### src/rtl/sod_pkg.sv
// shared types and constants for the sub oscillator divider
package sod_pkg;

  localparam int CFG_INDEX_W = 2;
  localparam int CFG_DATA_W  = 3;
  localparam int OCTAVES_W   = 3;
  localparam int WAVE_W      = 2;

  typedef logic [CFG_INDEX_W-1:0] cfg_index_t;
  typedef logic [CFG_DATA_W-1:0]  cfg_data_t;
  typedef logic [OCTAVES_W-1:0]   octaves_t;
  typedef logic [WAVE_W-1:0]      wave_sel_t;

  // register indexes
  localparam cfg_index_t REG_SUB_OCTAVES = 2'd0;
  localparam cfg_index_t REG_WAVE_SELECT = 2'd1;

  // shape codes
  localparam wave_sel_t WAVE_TRIANGLE = 2'd0;
  localparam wave_sel_t WAVE_PULSE_25 = 2'd1;
  localparam wave_sel_t WAVE_SQUARE   = 2'd2;

  localparam octaves_t  SUB_OCTAVES_RESET = 3'd1;
  localparam wave_sel_t WAVE_SELECT_RESET = WAVE_TRIANGLE;

endpackage

### src/rtl/sod_phase_if.sv
// stream channel carrying one master phase sample per transfer
interface sod_phase_if #(
  parameter int PHASE_BITS = 16
);
  logic                  valid;
  logic                  ready;
  logic [PHASE_BITS-1:0] phase_in;

  modport source (output valid, output phase_in, input ready);
  modport sink   (input valid, input phase_in, output ready);
endinterface

### src/rtl/sod_sample_if.sv
// stream channel carrying one signed sub oscillator sample per transfer
interface sod_sample_if #(
  parameter int PHASE_BITS = 16
);
  logic                       valid;
  logic                       ready;
  logic signed [PHASE_BITS:0] sample_out;

  modport source (output valid, output sample_out, input ready);
  modport sink   (input valid, input sample_out, output ready);
endinterface

### src/rtl/sub_oscillator_divider.sv
// sub oscillator divider: wrap counter, phase divide and wave shaping
// an input transfer is registered in the phase register, then in the result register
// throughput: one item per cycle; the wrap compare and counter step are combinational
// a stalled result holds both stages; a new item still enters while the first stage is free
// reset (synchronous, rst_n low): pipeline emptied, prev phase and wrap count cleared,
// sub_octaves back to 1 and wave_select back to triangle
module sub_oscillator_divider #(
  parameter int PHASE_BITS  = 16,
  parameter int MAX_OCTAVES = 7
) (
  input  logic                  clk,
  input  logic                  rst_n,
  sod_phase_if.sink             in_if,
  sod_sample_if.source          out_if,
  input  logic                  cfg_we,
  input  sod_pkg::cfg_index_t   cfg_index,
  input  sod_pkg::cfg_data_t    cfg_data
);

  localparam int OCT_W = $clog2(MAX_OCTAVES + 1);
  localparam int UNW_W = MAX_OCTAVES + PHASE_BITS;
  localparam logic signed [PHASE_BITS+1:0] HALF =
    {2'b00, 1'b1, {(PHASE_BITS-1){1'b0}}};
  localparam logic signed [PHASE_BITS+1:0] QUARTER = HALF >>> 1;

  // configuration
  sod_pkg::octaves_t  sub_octaves_r;
  sod_pkg::wave_sel_t wave_select_r;

  // state
  logic [PHASE_BITS-1:0]  prev_phase_r;
  logic [MAX_OCTAVES-1:0] wrap_count_r;

  // stage 1: divided phase
  logic                   s1_valid_r;
  logic [PHASE_BITS-1:0]  x_r;
  sod_pkg::wave_sel_t     s1_wave_r;

  // stage 2: result
  logic                       out_valid_r;
  logic signed [PHASE_BITS:0] sample_r;

  logic                       out_en;
  logic                       s1_en;
  logic                       in_xfer;
  logic [OCT_W-1:0]           oct_eff;
  logic [MAX_OCTAVES-1:0]     cmask;
  logic [MAX_OCTAVES-1:0]     wrap_inc;
  logic [MAX_OCTAVES-1:0]     wrap_count_nxt;
  logic [UNW_W-1:0]           unwrapped;
  logic [PHASE_BITS-1:0]      x_nxt;
  logic signed [PHASE_BITS+1:0] xs;
  logic signed [PHASE_BITS+1:0] abs_dev;
  logic signed [PHASE_BITS+1:0] tri_val;
  logic signed [PHASE_BITS:0]   sample_nxt;

  assign out_en       = !out_valid_r || out_if.ready;
  assign s1_en        = !s1_valid_r || out_en;
  assign in_if.ready  = s1_en;
  assign in_xfer      = in_if.valid && s1_en;

  assign out_if.valid      = out_valid_r;
  assign out_if.sample_out = sample_r;

  // divide path
  always_comb begin
    if (32'(sub_octaves_r) > MAX_OCTAVES) begin
      oct_eff = OCT_W'(MAX_OCTAVES);
    end else begin
      oct_eff = OCT_W'(sub_octaves_r);
    end
    cmask          = ~({MAX_OCTAVES{1'b1}} << oct_eff);
    wrap_inc       = MAX_OCTAVES'(in_if.phase_in < prev_phase_r);
    // stored count may exceed the divisor after a lower setting, so mask before the step
    wrap_count_nxt = ((wrap_count_r & cmask) + wrap_inc) & cmask;
    unwrapped      = {wrap_count_nxt, in_if.phase_in};
    x_nxt          = PHASE_BITS'(unwrapped >> oct_eff);
  end

  // shaping path
  always_comb begin
    xs = {2'b00, x_r};
    if (xs >= HALF) begin
      abs_dev = xs - HALF;
    end else begin
      abs_dev = HALF - xs;
    end
    tri_val = (abs_dev <<< 1) - HALF;
    case (s1_wave_r)
      sod_pkg::WAVE_TRIANGLE: sample_nxt = tri_val[PHASE_BITS:0];
      sod_pkg::WAVE_PULSE_25: sample_nxt = (xs >= QUARTER) ? HALF[PHASE_BITS:0]
                                                           : -HALF[PHASE_BITS:0];
      sod_pkg::WAVE_SQUARE:   sample_nxt = (xs >= HALF) ? HALF[PHASE_BITS:0]
                                                        : -HALF[PHASE_BITS:0];
      default:                sample_nxt = '0;
    endcase
  end

  always_ff @(posedge clk) begin
    if (!rst_n) begin
      sub_octaves_r <= sod_pkg::SUB_OCTAVES_RESET;
      wave_select_r <= sod_pkg::WAVE_SELECT_RESET;
    end else if (cfg_we) begin
      case (cfg_index)
        sod_pkg::REG_SUB_OCTAVES: sub_octaves_r <= cfg_data[sod_pkg::OCTAVES_W-1:0];
        sod_pkg::REG_WAVE_SELECT: wave_select_r <= cfg_data[sod_pkg::WAVE_W-1:0];
        default: ;
      endcase
    end
  end

  always_ff @(posedge clk) begin
    if (!rst_n) begin
      prev_phase_r <= '0;
      wrap_count_r <= '0;
      s1_valid_r   <= 1'b0;
      out_valid_r  <= 1'b0;
    end else begin
      if (in_xfer) begin
        prev_phase_r <= in_if.phase_in;
        wrap_count_r <= wrap_count_nxt;
      end
      if (s1_en) begin
        s1_valid_r <= in_if.valid;
      end
      if (out_en) begin
        out_valid_r <= s1_valid_r;
      end
    end
  end

  // payload registers
  always_ff @(posedge clk) begin
    if (in_xfer) begin
      x_r       <= x_nxt;
      s1_wave_r <= wave_select_r;
    end
    if (out_en && s1_valid_r) begin
      sample_r <= sample_nxt;
    end
  end

endmodule

### src/flat_wrapper.sv
// flat-port wrapper written by rule: the top's interface ports become plain ports
module sub_oscillator_divider_flat 
#(
  parameter int PHASE_BITS  = 16,
  parameter int MAX_OCTAVES = 7
)
  (clk, rst_n, cfg_we, cfg_index, cfg_data, in_if_valid, in_if_phase_in, in_if_ready, out_if_valid, out_if_sample_out, out_if_ready);
  sod_phase_if #(.PHASE_BITS(PHASE_BITS)) in_if_i ();
  sod_sample_if #(.PHASE_BITS(PHASE_BITS)) out_if_i ();
  input  logic clk;
  input  logic rst_n;
  input  logic cfg_we;
  input  sod_pkg::cfg_index_t cfg_index;
  input  sod_pkg::cfg_data_t cfg_data;
  input wire logic [$bits(in_if_i.valid)-1:0] in_if_valid;
  input wire logic [$bits(in_if_i.phase_in)-1:0] in_if_phase_in;
  output wire logic [$bits(in_if_i.ready)-1:0] in_if_ready;
  output wire logic [$bits(out_if_i.valid)-1:0] out_if_valid;
  output wire logic [$bits(out_if_i.sample_out)-1:0] out_if_sample_out;
  input wire logic [$bits(out_if_i.ready)-1:0] out_if_ready;
  assign in_if_i.valid = in_if_valid;
  assign in_if_i.phase_in = in_if_phase_in;
  assign in_if_ready = in_if_i.ready;
  assign out_if_valid = out_if_i.valid;
  assign out_if_sample_out = out_if_i.sample_out;
  assign out_if_i.ready = out_if_ready;
  sub_oscillator_divider #(.PHASE_BITS(PHASE_BITS), .MAX_OCTAVES(MAX_OCTAVES)) u_core (.clk(clk), .rst_n(rst_n), .in_if(in_if_i), .out_if(out_if_i), .cfg_we(cfg_we), .cfg_index(cfg_index), .cfg_data(cfg_data));
endmodule
### config.mk
export PLATFORM = sky130hd
export DESIGN_NAME = sub_oscillator_divider_flat
export DESIGN_NICKNAME = d
export VERILOG_FILES = /design/src/rtl/sod_pkg.sv /design/src/rtl/sod_phase_if.sv /design/src/rtl/sod_sample_if.sv /design/src/rtl/sub_oscillator_divider.sv /design/src/flat_wrapper.sv
export SDC_FILE = /design/constraint.sdc
export NUM_CORES = 1
export LEC_CHECK = 0
export ABC_AREA = 0
export ABC_CLOCK_PERIOD_IN_PS = 3300
export BUFFER_PORTS_ARGS = -buffer_cell sky130_fd_sc_hd__buf_2
export CELL_PAD_IN_SITES_DETAIL_PLACEMENT = 1
export CELL_PAD_IN_SITES_GLOBAL_PLACEMENT = 1
export CORE_MARGIN = 2
export CORE_UTILIZATION = 41
export DETAILED_ROUTE_END_ITERATION = 12
export GPL_TIMING_DRIVEN = 0
export PLACE_DENSITY = 0.76
export RECOVER_POWER = 100
export SLEW_MARGIN = 20
export SYNTH_ARGS = -nofsm -noshare
export SYNTH_HDL_FRONTEND = slang
export SYNTH_SLANG_ARGS = --single-unit
export TNS_END_PERCENT = 5
### constraint.sdc
create_clock -name clk -period 3.3 [get_ports clk]
set_input_delay 0.99 -clock clk [delete_from_list [all_inputs] [get_ports clk]]
set_output_delay 0.99 -clock clk [all_outputs]
set_load 0.02 [all_outputs]
After elaboration in Yosys (flattened, before gate mapping) --
Index checks and enable logic that the tools add are counted.
Word-level totals: register bits after elaboration 65
Operators by class: shift operators 2, reduce and logical (&&, ||, !) cells 10, bitwise gates (word level) 3, add/subtract/negate cells 4, equality and inequality tests 3, $lt $le $gt $ge 3, multiplexer cells 4
Operators by type and width (count):
- $pmux 17 s3 | 1
- $mux 17 | 2
- $shr 23x3->16 | 1
- $sub 17x17->17 const B | 1
- $ge 16x15->1 const B | 1
- $ge 16x16->1 const B | 1
- $lt 16x16->1 | 1
- $mux 16 | 1
- $sub 16x16->16 const A | 1
- $sub 16x16->16 const B | 1
- $and 7x7->7 | 2
- $add 7x1->7 | 1
- $not 7->7 | 1
- $shl 7x3->7 const A | 1
- $eq 2x1->1 const B | 2
- $logic_not 2->1 | 2
- $reduce_and 2->1 | 2
- $eq 2x2->1 const B | 1
- $logic_and 1x1->1 | 2
- $logic_not 1->1 | 2
- $logic_or 1x1->1 | 2

Logic depth before layout (Yosys ltp) --
depth in word-level cells 6, mapped depth 15

Least setup slack after synthesis --
OpenSTA, ideal clock, no wires.
path type input to register, start point input port in_if_phase_in[11], end point register u_core.x_r[15] (data pin), buffers on the path 0, slack -254 ps, cell stages on the path 12, arrival 3280 ps, library setup time 273 ps, cell sequence ha_1 a21oi_1 o21ai_0 a41oi_1 a311oi_1 a2111oi_0 ha_1 ha_1 or2_2 and3_1 o32ai_1 a31oi_1
On the way: cells in the longest elaborated chain, start to end 4
RTL lines:
- start: declaration | line flat_wrapper.sv:16 | input wire logic [$bits(in_if_i.phase_in)-1:0] in_if_phase_in;
- $lt 16x16->1 | line sub_oscillator_divider.sv:73 | wrap_inc = MAX_OCTAVES'(in_if.phase_in < prev_phase_r);
- $add 7x1->7 | line sub_oscillator_divider.sv:75 | wrap_count_nxt = ((wrap_count_r & cmask) + wrap_inc) & cmask;
- $and 7x7->7 | line sub_oscillator_divider.sv:75
- $shr 23x3->16 * | line sub_oscillator_divider.sv:77 | x_nxt = PHASE_BITS'(unwrapped >> oct_eff);
- via u_core.x_nxt[15] | line sub_oscillator_divider.sv:51 | logic [PHASE_BITS-1:0] x_nxt;
- end signal: assignment | line sub_oscillator_divider.sv:135 | x_r <= x_nxt;
- end: declaration | line sub_oscillator_divider.sv:36 | logic [PHASE_BITS-1:0] x_r;
The timed path passes the listed nets; every way through them passes the cells marked *. A chain may end at the register's enable or synchronous reset.

Worst setup path after layout --
start point input port in_if_phase_in[6], end point register u_core.x_r[15] (data pin)
The elaborated chain is that of the path after synthesis.

==> summary.txt <==
Synth
  – Post-synthesis compound-gate area fraction: 17.4%
  – Synth cell count leaders: nand2_1, edfxtp_1, a21oi_1
  – Yosys top cell by area: edfxtp_1
  – Synth unique cells: 50
  – Ys flop type: edfxtp_1
  – FF+latch count, synth: 64
  – Post-Synth XOR/XNOR Area: 3.55%
  – Synth Area in Adders: 6.98%
  – Number of synthesized flops with an enable pin: 34
  – Syn avg cell area: 8.93 µm²
  – Area of the mapped netlist: 3950 µm²
  – Syn nets: 490
  – Largest family of logic cells by synthesized area: simple AND/OR/NAND/NOR gates
  – Seq/Total Area, Yosys: 41.1%
  – Area contributors post-synth: edfxtp_1, dfxtp_1, ha_1
  – Cell count after synthesis: 442
  – Yosys warnings: 0
  – Top cell type's share of synthesized area: 25.9%
  – Synth Area in Simple Gates: 17.9%
  – Count leader, synth: nand2_1
  – Multiplexer share of the synthesized area: 7.01%
  – Synth async-reset ratio: 0%

Hold path
  – Hold/Removal Path Class: flop to flop
  – Worst hold stages: 0

Worst setup path
  – Crit path max fanout: 6
  – R2R cell count: 13
  – CP Launch Type: primary input
  – Critical Path End Type: flop
  – Crit path kind: primary input to flop
  – Crit path arrival time: 3.54 ns
  – Worst path required time: 3.47 ns

Global routing
  – Grt met3 use: 3.01%
  – Vias in the first global route: 3513
  – GRT Resource Usage Total: 20.8%
  – Grt met1 use: 24.8%
  – Initial antenna violation count: 0
  – Overflow after GRT: 0
  – Pin count of the biggest net entering global routing: 28
  – GR Util met2: 37.8%
  – Global-route wire length before repair: 16800 µm
  – GRT Max-Usage Layer: met2

Clock network
  – Clock-pin slew of the registers on the worst-case setup and hold paths: 0.07 ns
  – Hold-fix buffers, CTS: 0
  – H-Tree Depth: 3
  – TritonCTS clock tree: done
  – Maximum root-to-sink buffer count: 2
  – Worst-Skew Late Latency: 0.34 ns
  – Clk sinks: 64
  – Inserted Clock Buffers: 9
  – Root Buffer: clkbuf_8

Finish
  – Layout area overhead: 18.9%
  – Finished Cell Area: 4690 µm²
  – Finished Core Util: 50.5%
  – Fillers: 1133
  – Share of layout cells above drive strength 1: 19.2%
  – Number of diodes: 0
  – Final net count: 549

STA
  – Final hold violations: 0
  – Slew Viols, Final: 0
  – TNS Setup: -0.154 ns
  – Final setup margin: -0.0756 ns
  – Setup violations, final: 3
  – Final Critical Period: 3.38 ns
  – Final Cycle Share: 102%
  – Rel. slew slack: 20.1%
  – RSZ-0062 raised after global routing: true
  – Slew of the pin with the lowest slew margin: 1.20 ns
  – Achievable frequency: 0.296 GHz
  – Worst clock skew: 0.0114 ns

Placed design
  – Placed inst area: 4430 µm²
  – DP HPWL: 7710 µm
  – Global placer's final weighted congestion: 0.876
  – Port buffer count: 42
  – DP Worst Slack: -0.844 ns

Status
  – Failing checks: setup timing
  – Status: finished, violations left

Flow run
  – Max_cap viols: 0

Power
  – Total Power: 1.93 mW
  – Peak VDD IR: 0.165 mV
  – PwrDens: 412 nW/µm²
  – Total leakage power: 1.79 nW

Route
  – DR vias/cell: 5.30
  – Routed WL per cell: 16.2 µm
  – Vias: 3367
  – Routed WL: 10300 µm
  – Initial DRC count: 101
  – DRT Pass-1 Iters: 4
  – Post-route DRC: 0
  – Post-DRT Antenna Nets: 0

Die
  – FP Rows: 35
  – DIE WIDTH: 102 µm
  – Die Y: 102 µm
  – Die area: 10400 µm²
  – I/O pin total: 45
  – Core ar.: 9280 µm²
  – Starting Density: 42.5%
[layer usage]
| layer | wire [µm] | vias up |
|---|---|---|
| li1 | - | 1662 |
| met3 | 307 | 16 |
| met5 | 0 | - |
| met4 | 193 | 0 |
| met1 | 4410 | 1626 |
| met2 | 5350 | 63 |
[power breakdown]
group	total, mW	switching, mW	internal [mW]
sequential	0.932	0.0303	0.901
combinational	0.398	0.235	0.163
clock	0.602	0.315	0.288
[final cells by class]
class,instances,area [µm²],area share (%)
Multi-Input combinational cell,323,2260,48.1
Sequential cell,64,1620,34.6
Timing Repair Buffer,49,249,5.31
Tap cell,129,161,3.44
Clock buffer,10,138,2.93
Buffer,26,123,2.61
Inverter,28,105,2.24
Clock inverter,6,35.0,0.747
[state kept, by name, summed over array words and instances, names as in the netlist]
register                  count
u_core.s1_valid_r             1
u_core.x_r                   16
u_core.oct_eff                3
u_core.prev_phase_r          16
u_core.s1_wave_r              2
u_core.out_if.sample_out     16
u_core.out_if.valid           1
u_core.wave_select_r          2
u_core.wrap_count_r           7
[path summary, 6_finish.rpt]
check / startpoint / endpoint / slack [ns]
max: in_if_phase_in[6] / u_core.x_r[15]$_DFFE_PP_ / -0.08
min reg2reg: u_core.wave_select_r[0]$_SDFFE_PN0P_ / u_core.s1_wave_r[0]$_DFFE_PP_ / 0.44
max reg2reg: u_core.prev_phase_r[1]$_SDFFE_PN0P_ / u_core.x_r[14]$_DFFE_PP_ / 0.32
min: u_core.wave_select_r[0]$_SDFFE_PN0P_ / u_core.s1_wave_r[0]$_DFFE_PP_ / 0.44
[cells by family after synthesis]
| kind of cell | Yosys count |
|---|---|
| simple gates | 147 |
| fa+ha+maj | 22 |
| flops | 64 |
| other cells | 1 |
| compound gates | 110 |
| xor+xnor | 16 |
| buf+inv | 55 |
| mux | 27 |
[timing repair]
action	in CTS	in global routing
buffers inserted	7	0
pin swaps	11	0
setup endpoints to repair	12	7
gates resized for setup	21	4
[critical path: stages]
cell,delay (ns)
buf_2,0.13
ha_1,0.30
nand4_1,0.12
nor2_2,0.14
a21oi_2,0.07
a311oi_2,0.31
a2111oi_2,0.08
ha_2,0.22
ha_4,0.19
buf_2,0.14
nand3_1,0.08
o21ai_1,0.09
a211oi_2,0.35
o32ai_2,0.13
a31oi_1,0.18
[cells in the final DEF, fill, tap and decap left out, drive strengths merged, types with 2 or more instances in the layout]
cell type / count
nand3: 5
a211oi: 3
a31oi: 4
o22ai: 4
a21boi: 23
nor3: 7
and3: 2
ha: 22
and2: 3
nor2b: 11
dfxtp: 30
inv: 28
nand2b: 5
buf: 47
o21a: 4
nand2: 70
o211ai: 3
or3: 3
mux2: 5
o21ai: 24
o32ai: 2
xnor2: 12
nand3b: 2
mux2i: 22
xor2: 4
clkbuf: 38
a21oi: 33
or4: 4
nor2: 29
clkinv: 5
a311oi: 2
nand4: 2
edfxtp: 34
[per-stage QoR]
| stage | hold WS [ns] | instances |
|---|---|---|
| 2_1_floorplan | 0.408 | 442 |
| 3_3_place_gp | 0.418 | 613 |
| 3_5_place_dp | 0.422 | 613 |
| 4_1_cts | 0.449 | 635 |
| 5_1_grt | 0.458 | 635 |
| 6_report | 0.442 | 635 |
(Power assumes the default switching activity.)
